## config.mk

```make
export PLATFORM = sky130hd
export DESIGN_NAME = sorted_timer_expiry_queue
export DESIGN_NICKNAME = d
export VERILOG_FILES = /design/src/hdl/stq_pkg.sv /design/src/hdl/stq_cell.sv /design/src/hdl/sorted_timer_expiry_queue.sv
export VERILOG_INCLUDE_DIRS = /design/src /design/src/hdl
export SDC_FILE = /design/constraint.sdc
export NUM_CORES = 2
export LEC_CHECK = 0
export BUFFER_PORTS_ARGS = -buffer_cell sky130_fd_sc_hd__buf_2
export CAP_MARGIN = 10
export CORE_MARGIN = 2
export CORE_UTILIZATION = 30
export DETAILED_ROUTE_END_ITERATION = 6
export PLACE_DENSITY = 0.51
export SLEW_MARGIN = 15
export SYNTH_ARGS = -nofsm -noshare
export SYNTH_HDL_FRONTEND = slang
export SYNTH_SLANG_ARGS = --single-unit
```

## constraint.sdc

```tcl
create_clock -name clk -period 10 [get_ports clk]
set_clock_uncertainty 0.2 [all_clocks]
set_input_delay 2 -clock clk [delete_from_list [all_inputs] [get_ports clk]]
set_output_delay 2 -clock clk [all_outputs]
set_load 0.1 [all_outputs]
```

## src/hdl/assert_macros.svh

```systemverilog
// Assertion macros shared by the timer queue RTL.
// Each macro clocks on clk and is disabled while arst_n is low.
`ifndef ASSERT_MACROS_SVH
`define ASSERT_MACROS_SVH

// cond must hold at every clock edge out of reset
`define ASSERT_ALWAYS(lbl, cond, msg) \
	lbl: assert property (@(posedge clk) disable iff (!arst_n) (cond)) else $error(msg);

// cons must hold in the same cycle as ante
`define ASSERT_IMPLIES(lbl, ante, cons, msg) \
	lbl: assert property (@(posedge clk) disable iff (!arst_n) (ante) |-> (cons)) else $error(msg);

// cons must hold in the cycle after ante
`define ASSERT_NEXT(lbl, ante, cons, msg) \
	lbl: assert property (@(posedge clk) disable iff (!arst_n) (ante) |=> (cons)) else $error(msg);

`endif

```

## src/hdl/stq_pkg.sv

```systemverilog
// Shared types and constants for the sorted timer expiry queue.
// Used by stq_cell and sorted_timer_expiry_queue; depends on nothing.
`default_nettype none

package stq_pkg;

	localparam int TimeW = 64;
	localparam int HandleW = 8;
	localparam int DelayW = 32;
	// most expiries reported by one tick
	localparam int MaxResults = 16;

	// request kinds
	localparam logic ReqTick = 1'b0;
	localparam logic ReqAdd  = 1'b1;

	// result event codes
	localparam logic [1:0] EvAddOk   = 2'd0;
	localparam logic [1:0] EvAddFull = 2'd1;
	localparam logic [1:0] EvExpired = 2'd2;
	localparam logic [1:0] EvNone    = 2'd3;

	typedef struct packed {
		logic               valid;
		logic [TimeW-1:0]   deadline;
		logic [HandleW-1:0] handle;
	} entry_t;

	typedef struct packed {
		logic insert;
		logic pop;
	} cell_ctrl_t;

	localparam entry_t EntryEmpty = '{valid: 1'b0, deadline: '0, handle: '0};

endpackage

`default_nettype wire

```

## src/hdl/stq_cell.sv

```systemverilog
// One slot of the sorted timer chain: holds a deadline and handle.
// Depends on stq_pkg; neighbors are wired by sorted_timer_expiry_queue.
`default_nettype none

module stq_cell
	import stq_pkg::*;
(
	input  wire logic               clk,
	input  wire logic               arst_n,
	input  wire cell_ctrl_t         ctrl,
	input  wire logic [TimeW-1:0]   ins_due,
	input  wire logic [HandleW-1:0] ins_handle,
	input  wire entry_t             prev_ent,
	input  wire logic               prev_earlier,
	input  wire entry_t             next_ent,
	output entry_t                  ent,
	output logic                    earlier
);

	logic               valid_q;
	logic [TimeW-1:0]   deadline_q;
	logic [HandleW-1:0] handle_q;
	entry_t             d;

	assign ent = '{valid: valid_q, deadline: deadline_q, handle: handle_q};
	// new timer goes after every entry strictly earlier than it
	assign earlier = valid_q && (deadline_q < ins_due);

	always_comb begin
		d = ent;
		if (ctrl.pop) begin
			d = next_ent;
		end else if (ctrl.insert && !earlier) begin
			if (prev_earlier) begin
				d = '{valid: 1'b1, deadline: ins_due, handle: ins_handle};
			end else begin
				d = prev_ent;
			end
		end
	end

	always_ff @(posedge clk or negedge arst_n) begin
		if (!arst_n) begin
			valid_q <= 1'b0;
		end else begin
			valid_q <= d.valid;
		end
	end

	always_ff @(posedge clk) begin
		deadline_q <= d.deadline;
		handle_q <= d.handle;
	end

endmodule

`default_nettype wire

```

## src/hdl/sorted_timer_expiry_queue.sv

```systemverilog
// Sorted timer expiry queue: 64-bit tick counter plus a chain of sorted timer cells.
// Depends on stq_pkg, stq_cell and assert_macros.svh.
//
// Usage:
//   Input channel (in_valid/in_ready): req_type 1 adds timer_handle with a
//   deadline of now + delay_ticks; req_type 0 advances time by one tick.
//   Output channel (out_valid/out_ready): event_code 0 add accepted, 1 add
//   rejected (queue full), 2 timer expired (expired_handle set), 3 tick with
//   nothing due. last_of_run marks the final item caused by one input.
//   Timing: one input item is handled at a time. An add result is registered
//   from ST_ADD once the output register is free, then the block returns to
//   ST_IDLE to take the next item; a tick gives its first result from ST_TICK
//   and then one expiry per cycle while the output is not stalled, up to 16
//   per tick, because the head cell is popped and the chain shifts left behind
//   it. Inserts shift the chain right with one compare per cell.
//   in_ready is high only while no item is being processed.
//   Stall: a held result stays in the output register and the chain waits.
//   Reset: time and all cell valid bits clear at once; no clearing pass.
`default_nettype none

module sorted_timer_expiry_queue
	import stq_pkg::*;
#(
	parameter int QUEUE_DEPTH = 16
) (
	input  wire logic               clk,
	input  wire logic               arst_n,
	input  wire logic               in_valid,
	output logic                    in_ready,
	input  wire logic               req_type,
	input  wire logic [HandleW-1:0] timer_handle,
	input  wire logic [DelayW-1:0]  delay_ticks,
	output logic                    out_valid,
	input  wire logic               out_ready,
	output logic [1:0]              event_code,
	output logic [HandleW-1:0]      expired_handle,
	output logic                    last_of_run
);

	localparam int NW = $clog2(MaxResults);

	typedef enum logic [1:0] {
		ST_IDLE,
		ST_ADD,
		ST_TICK
	} state_t;

	state_t             state_q;
	logic [TimeW-1:0]   time_q;
	logic [TimeW-1:0]   due_q;
	logic [HandleW-1:0] hnd_q;
	logic [NW-1:0]      cnt_q;
	logic               out_valid_q;
	logic [1:0]         code_q;
	logic [HandleW-1:0] ohnd_q;
	logic               last_q;

	entry_t     ent [QUEUE_DEPTH];
	logic       bef [QUEUE_DEPTH];
	cell_ctrl_t ctrl;
	logic       out_free;
	logic       out_load;
	logic       full;
	logic       head_due;
	logic       next_due;
	logic       cnt_last;

	assign in_ready = (state_q == ST_IDLE);
	assign out_valid = out_valid_q;
	assign event_code = code_q;
	assign expired_handle = ohnd_q;
	assign last_of_run = last_q;

	assign out_free = !out_valid_q || out_ready;
	// a busy state always loads a result once the output register is free
	assign out_load = ((state_q == ST_ADD) || (state_q == ST_TICK)) && out_free;
	assign full = ent[QUEUE_DEPTH-1].valid;
	assign head_due = ent[0].valid && (ent[0].deadline <= time_q);
	assign next_due = ent[1].valid && (ent[1].deadline <= time_q);
	assign cnt_last = (cnt_q == NW'(MaxResults - 1));

	always_comb begin
		ctrl.insert = (state_q == ST_ADD) && out_free && !full;
		ctrl.pop = (state_q == ST_TICK) && out_free && head_due;
	end

	for (genvar i = 0; i < QUEUE_DEPTH; i++) begin : g_cell
		entry_t prev_e;
		entry_t next_e;
		logic   prev_b;

		if (i == 0) begin : g_head
			assign prev_e = EntryEmpty;
			assign prev_b = 1'b1;
		end else begin : g_body
			assign prev_e = ent[i-1];
			assign prev_b = bef[i-1];
		end

		if (i == QUEUE_DEPTH - 1) begin : g_tail
			assign next_e = EntryEmpty;
		end else begin : g_mid
			assign next_e = ent[i+1];
		end

		stq_cell u_cell (
			.clk          (clk),
			.arst_n       (arst_n),
			.ctrl         (ctrl),
			.ins_due      (due_q),
			.ins_handle   (hnd_q),
			.prev_ent     (prev_e),
			.prev_earlier (prev_b),
			.next_ent     (next_e),
			.ent          (ent[i]),
			.earlier      (bef[i])
		);
	end

	always_ff @(posedge clk or negedge arst_n) begin
		if (!arst_n) begin
			state_q <= ST_IDLE;
			time_q <= '0;
			due_q <= '0;
			hnd_q <= '0;
			cnt_q <= '0;
			out_valid_q <= 1'b0;
			code_q <= EvAddOk;
			ohnd_q <= '0;
			last_q <= 1'b0;
		end else begin
			if (out_load) begin
				out_valid_q <= 1'b1;
			end else if (out_ready) begin
				out_valid_q <= 1'b0;
			end
			unique case (state_q)
				ST_IDLE: begin
					if (in_valid) begin
						cnt_q <= '0;
						if (req_type == ReqTick) begin
							time_q <= time_q + TimeW'(1);
							state_q <= ST_TICK;
						end else begin
							due_q <= time_q + {{(TimeW-DelayW){1'b0}}, delay_ticks};
							hnd_q <= timer_handle;
							state_q <= ST_ADD;
						end
					end
				end
				ST_ADD: begin
					if (out_free) begin
						code_q <= full ? EvAddFull : EvAddOk;
						ohnd_q <= '0;
						last_q <= 1'b1;
						state_q <= ST_IDLE;
					end
				end
				ST_TICK: begin
					if (out_free) begin
						if (head_due) begin
							// pop head; stop when nothing else is due or the run is full
							code_q <= EvExpired;
							ohnd_q <= ent[0].handle;
							last_q <= !next_due || cnt_last;
							cnt_q <= cnt_q + NW'(1);
							if (!next_due || cnt_last) begin
								state_q <= ST_IDLE;
							end
						end else begin
							code_q <= EvNone;
							ohnd_q <= '0;
							last_q <= 1'b1;
							state_q <= ST_IDLE;
						end
					end
				end
				default: state_q <= ST_IDLE;
			endcase
		end
	end

`include "assert_macros.svh"

	`ASSERT_IMPLIES(a_sorted_head, ent[0].valid && ent[1].valid,
		ent[0].deadline <= ent[1].deadline, "head entries out of deadline order")
	`ASSERT_IMPLIES(a_valid_prefix, ent[QUEUE_DEPTH-1].valid, ent[0].valid,
		"valid entries not packed at head")
	`ASSERT_NEXT(a_tick_time, in_valid && in_ready && req_type == ReqTick,
		time_q == $past(time_q) + TimeW'(1), "tick did not advance time by one")
	`ASSERT_IMPLIES(a_busy_no_ready, state_q != ST_IDLE, !in_ready, "input accepted while busy")

endmodule

`default_nettype wire

```

==> key figures <==
Clock tree
  • Setup bufs post-CTS: 0
  • CTS sink count: 1,322
  • Clk_lat worst skew: 0.85 ns
  • CTS Buffer Depth: 3
  • # resized after CTS: 0
  • Root buffer cell: clkbuf_16
  • H-tree depth: 4
  • CTS clk-pin slew, worst paths: 0.06 ns
  • TritonCTS clock tree: built
  • # hold bufs at CTS: 0
  • CTS Buf Count: 163

Logic synthesis
  • Synth top area cells: edfxtp_1, ha_1, o21ai_0
  • Seq/Total Area, Yosys: 42.91%
  • Top_reg_cell synth: edfxtp_1
  • Synth warn: 0
  • Distinct cells, synth: 79
  • Cells after Synth: 9,267
  • EDFF count, synth: 1,080
  • Ys async rst share: 12.86%
  • Syn avg cell area: 9.587 um2
  • Netlist Area Pre-Place: 88,850 um2
  • Mapped Nets: 10,423
  • Cell taking the most area after synthesis: edfxtp_1
  • Yosys reg bits: 1,322
  • Synth top area share: 36.50%

Floorplanning
  • Die ar.: 300,500 um2
  • Initial Utilization: 30.19%
  • Die width: 548.2 um
  • Ports: 58
  • Die Y: 548.2 um
  • CORE AREA: 294,300 um2
  • Num rows: 199

Pwr
  • Switching Fraction: 46.68%
  • Clock Power Share: 15.9%
  • Combinational power share: 50.7%
  • Leak: 0.03686 uW
  • Peak VDD IR: 0.4863 mV
  • Sequential share of power: 33.4%
  • Internal Dissipation: 20,780 uW
  • Psw: 18,190 uW
  • PwrDens: 392.7 nW/um2

Worst setup path
  • Setup crit start kind: flip-flop
  • Worst path arrival time: 7.29 ns
  • CP Capture Type: flip-flop
  • Worst Path Required: 10.27 ns
  • Kind of critical path: reg -> reg
  • Crit Path Max Fanout: 58

Flow run
  • Max_cap viols: 0

Global route
  • GR Overflow Total: 0
  • Initial antenna violation count: 12
  • Vias in the first global route: 70,379
  • GRT Util Overall: 21.12%
  • Largest net degree at the start of global routing: 228
  • First-pass GRT wire length: 479.9 mm

Routing
  • Routed via count: 72,414
  • Initial drt markers: 6,997
  • DR pass1 iterations: 7
  • Drt total wl: 326.6 mm
  • Detailed-route wire length per cell: 24.72 um
  • Vias/cell: 5.480
  • Remaining DRCs: 1
  • Antenna viol nets, final: 0

Status
  • Violated checks: DRC
  • Status: complete, but fails checks

Placed design
  • Placed cells: 12,907
  • HPWL after DPL: 231.2 mm
  • Area after DPL: 93,780 um2
  • Final GP Congestion: 0.9171
  • Port bufs: 57

STA
  • Worst-Margin Slew: 1.198 ns
  • RSZ-0062 raised after global routing: no
  • Max-slew headroom: 19.04%
  • Final Hold Viols: 0
  • Sum Neg Setup Slack: 0 ns
  • Tmin final: 7.024 ns
  • Final-report max-slew violation count: 0
  • Final period util: 70.24%
  • Max Clock Freq: 142.4 MHz
  • Setup violations, final: 0

Final layout
  • Fin area: 99,250 um2
  • Area Overhead vs Synth: 11.71%
  • Final Net Count: 10,309
  • Share of layout cells above drive strength 1: 6.112%
  • Final cell count without fillers: 13,215

Worst hold path
  • Hold WC Path Type: reg -> reg
[metrics by stage]
stage	util (%)	hold WS [ns]	setup slack [ns]	power, uW
5_1_grt	33.72	0.2989	2.817	41610
2_1_floorplan	-	0.2448	0.8660	24940
3_5_place_dp	31.86	0.2783	2.971	32580
6_report	33.72	0.2922	2.976	38970
3_3_place_gp	31.83	0.2672	3.016	31990
4_1_cts	33.72	0.2939	2.958	38880
[Yosys cell counts (12+ instances only)]
cell	instances
o211ai_1	45
o31ai_1	14
buf_2	182
buf_1	12
nand2_1	1306
xnor2_1	103
edfxtp_1	1080
o21ai_1	63
a2111oi_0	24
nor4_1	37
nand4_1	204
dfrtp_1	170
nor3_1	61
dfxtp_1	72
o21ai_0	1290
and3_1	25
clkinv_1	64
ha_1	1110
clkbuf_1	330
or3_1	16
nor2b_1	51
nor2_1	711
nand3_1	95
xor2_1	17
inv_1	101
o21a_1	23
nand2b_1	34
a211oi_1	60
a21o_1	173
a31oi_1	25
a21oi_1	922
mux2i_1	642
[per-layer routing]
layer / part of all wire (%) / track usage [%] / up-vias
met4: 4.0 / 8.149 / 8
met5: 0.017 / 0 / -
met1: 45 / 29.27 / 35606
li1: - / - / 34000
met3: 5.9 / 2.747 / 459
met2: 45 / 33.32 / 2341
[worst max-delay path, stage by stage, from the launching register on]
cell	delay, ns
dfrtp_1	0.55
clkinv_1	0.73
ha_1	0.61
nand4_1	0.31
nor4_1	0.27
nand2_1	0.20
nor3_1	0.72
nand2_1	0.40
o2111ai_1	0.42
a21o_4	0.60
nand2_1	0.24
nand2_4	0.75
buf_4	0.57
[kinds of logic after synthesis]
kind of cell             Yosys count  share of synthesized area, %
buffers and inverters            704                         3.319
XOR/XNOR                         120                         1.183
adder cells (fa/ha/maj)         1111                         15.65
AND/OR/NAND/NOR                 2602                         12.53
multiplexers                     652                         7.360
flip-flops                      1322                         42.91
AO/OA/AOI/OAI                   2756                         17.04
[cells in the final DEF (no fill, tap or decap), types with 12 or more instances in the layout]
cell,synthesis,final
nand2_1,1306,1297
clkbuf_16,0,166
dfrtp_1,170,170
a21oi_1,922,921
buf_4,10,186
xor2_1,17,17
a2111oi_0,24,23
nor4_1,37,33
nor2b_1,51,50
o31ai_1,14,13
buf_2,182,57
xnor2_1,103,103
o21a_1,23,22
dfxtp_1,72,72
edfxtp_1,1080,1080
clkbuf_8,0,12
clkinv_1,64,80
o211ai_1,45,45
buf_12,0,14
o21ai_0,1290,1280
nand3_1,95,95
or3_1,16,15
nand4_1,204,204
bufinv_16,0,16
nand2b_1,34,33
mux2i_1,642,642
clkinv_2,0,22
ha_1,1110,1110
a21o_1,173,171
o21ai_1,63,65
and3_1,25,25
nor2_1,711,710
inv_1,101,101
a31oi_1,25,23
clkbuf_1,330,51
nor3_1,61,61
a211oi_1,60,58
[flip-flops by register name (all words and copies together), names as in the netlist]
| register | cells |
|---|---|
| g_cell.u_cell.deadline_q | 1024 |
| g_cell.u_cell.handle_q | 128 |
| due_q | 64 |
| time_q | 64 |
| g_cell.u_cell.valid_q | 16 |
| expired_handle | 8 |
| hnd_q | 8 |
| cnt_q | 4 |
| event_code | 2 |
| state_q | 2 |
| last_of_run | 1 |
| out_valid | 1 |
[path summary, 6_finish.rpt]
check	cells after the start	slack, ns	end	startpoint
setup / recovery	12	2.98	g_cell[4].u_cell.deadline_q[25]	due_q[59]
hold / removal	2	0.29	expired_handle[7]	expired_handle[7]
setup reg to reg	12	2.98	g_cell[4].u_cell.deadline_q[25]	due_q[59]
hold reg to reg	2	0.29	expired_handle[7]	expired_handle[7]
max in group asynchronous	2	7.16	g_cell[3].u_cell.valid_q	arst_n
min in group asynchronous	1	0.98	due_q[3]	arst_n
[power by group through the flow]
| stage | registers, uW | logic [uW] | clock network [uW] |
|---|---|---|---|
| after floorplan | 11900 | 13100 | 0 |
| after global placement | 13100 | 18900 | 0 |
| after detailed placement | 13100 | 19500 | 0 |
| after CTS | 13000 | 19600 | 6320 |
| after global routing | 13300 | 21800 | 6510 |
| final | 13000 | 19800 | 6200 |
[layout make-up]
class,count,area (um2)
Timing Repair Buffer,260,2032
Multi-Input combinational cell,7241,48100
Tap cell,3919,4903
Clock buffer,229,4511
Antenna cell,3,7.507
Fill cell,30052,195100
Inverter,165,619.3
Clock inverter,76,948.4
Sequential cell,1322,38130
(Power assumes the default switching activity.)
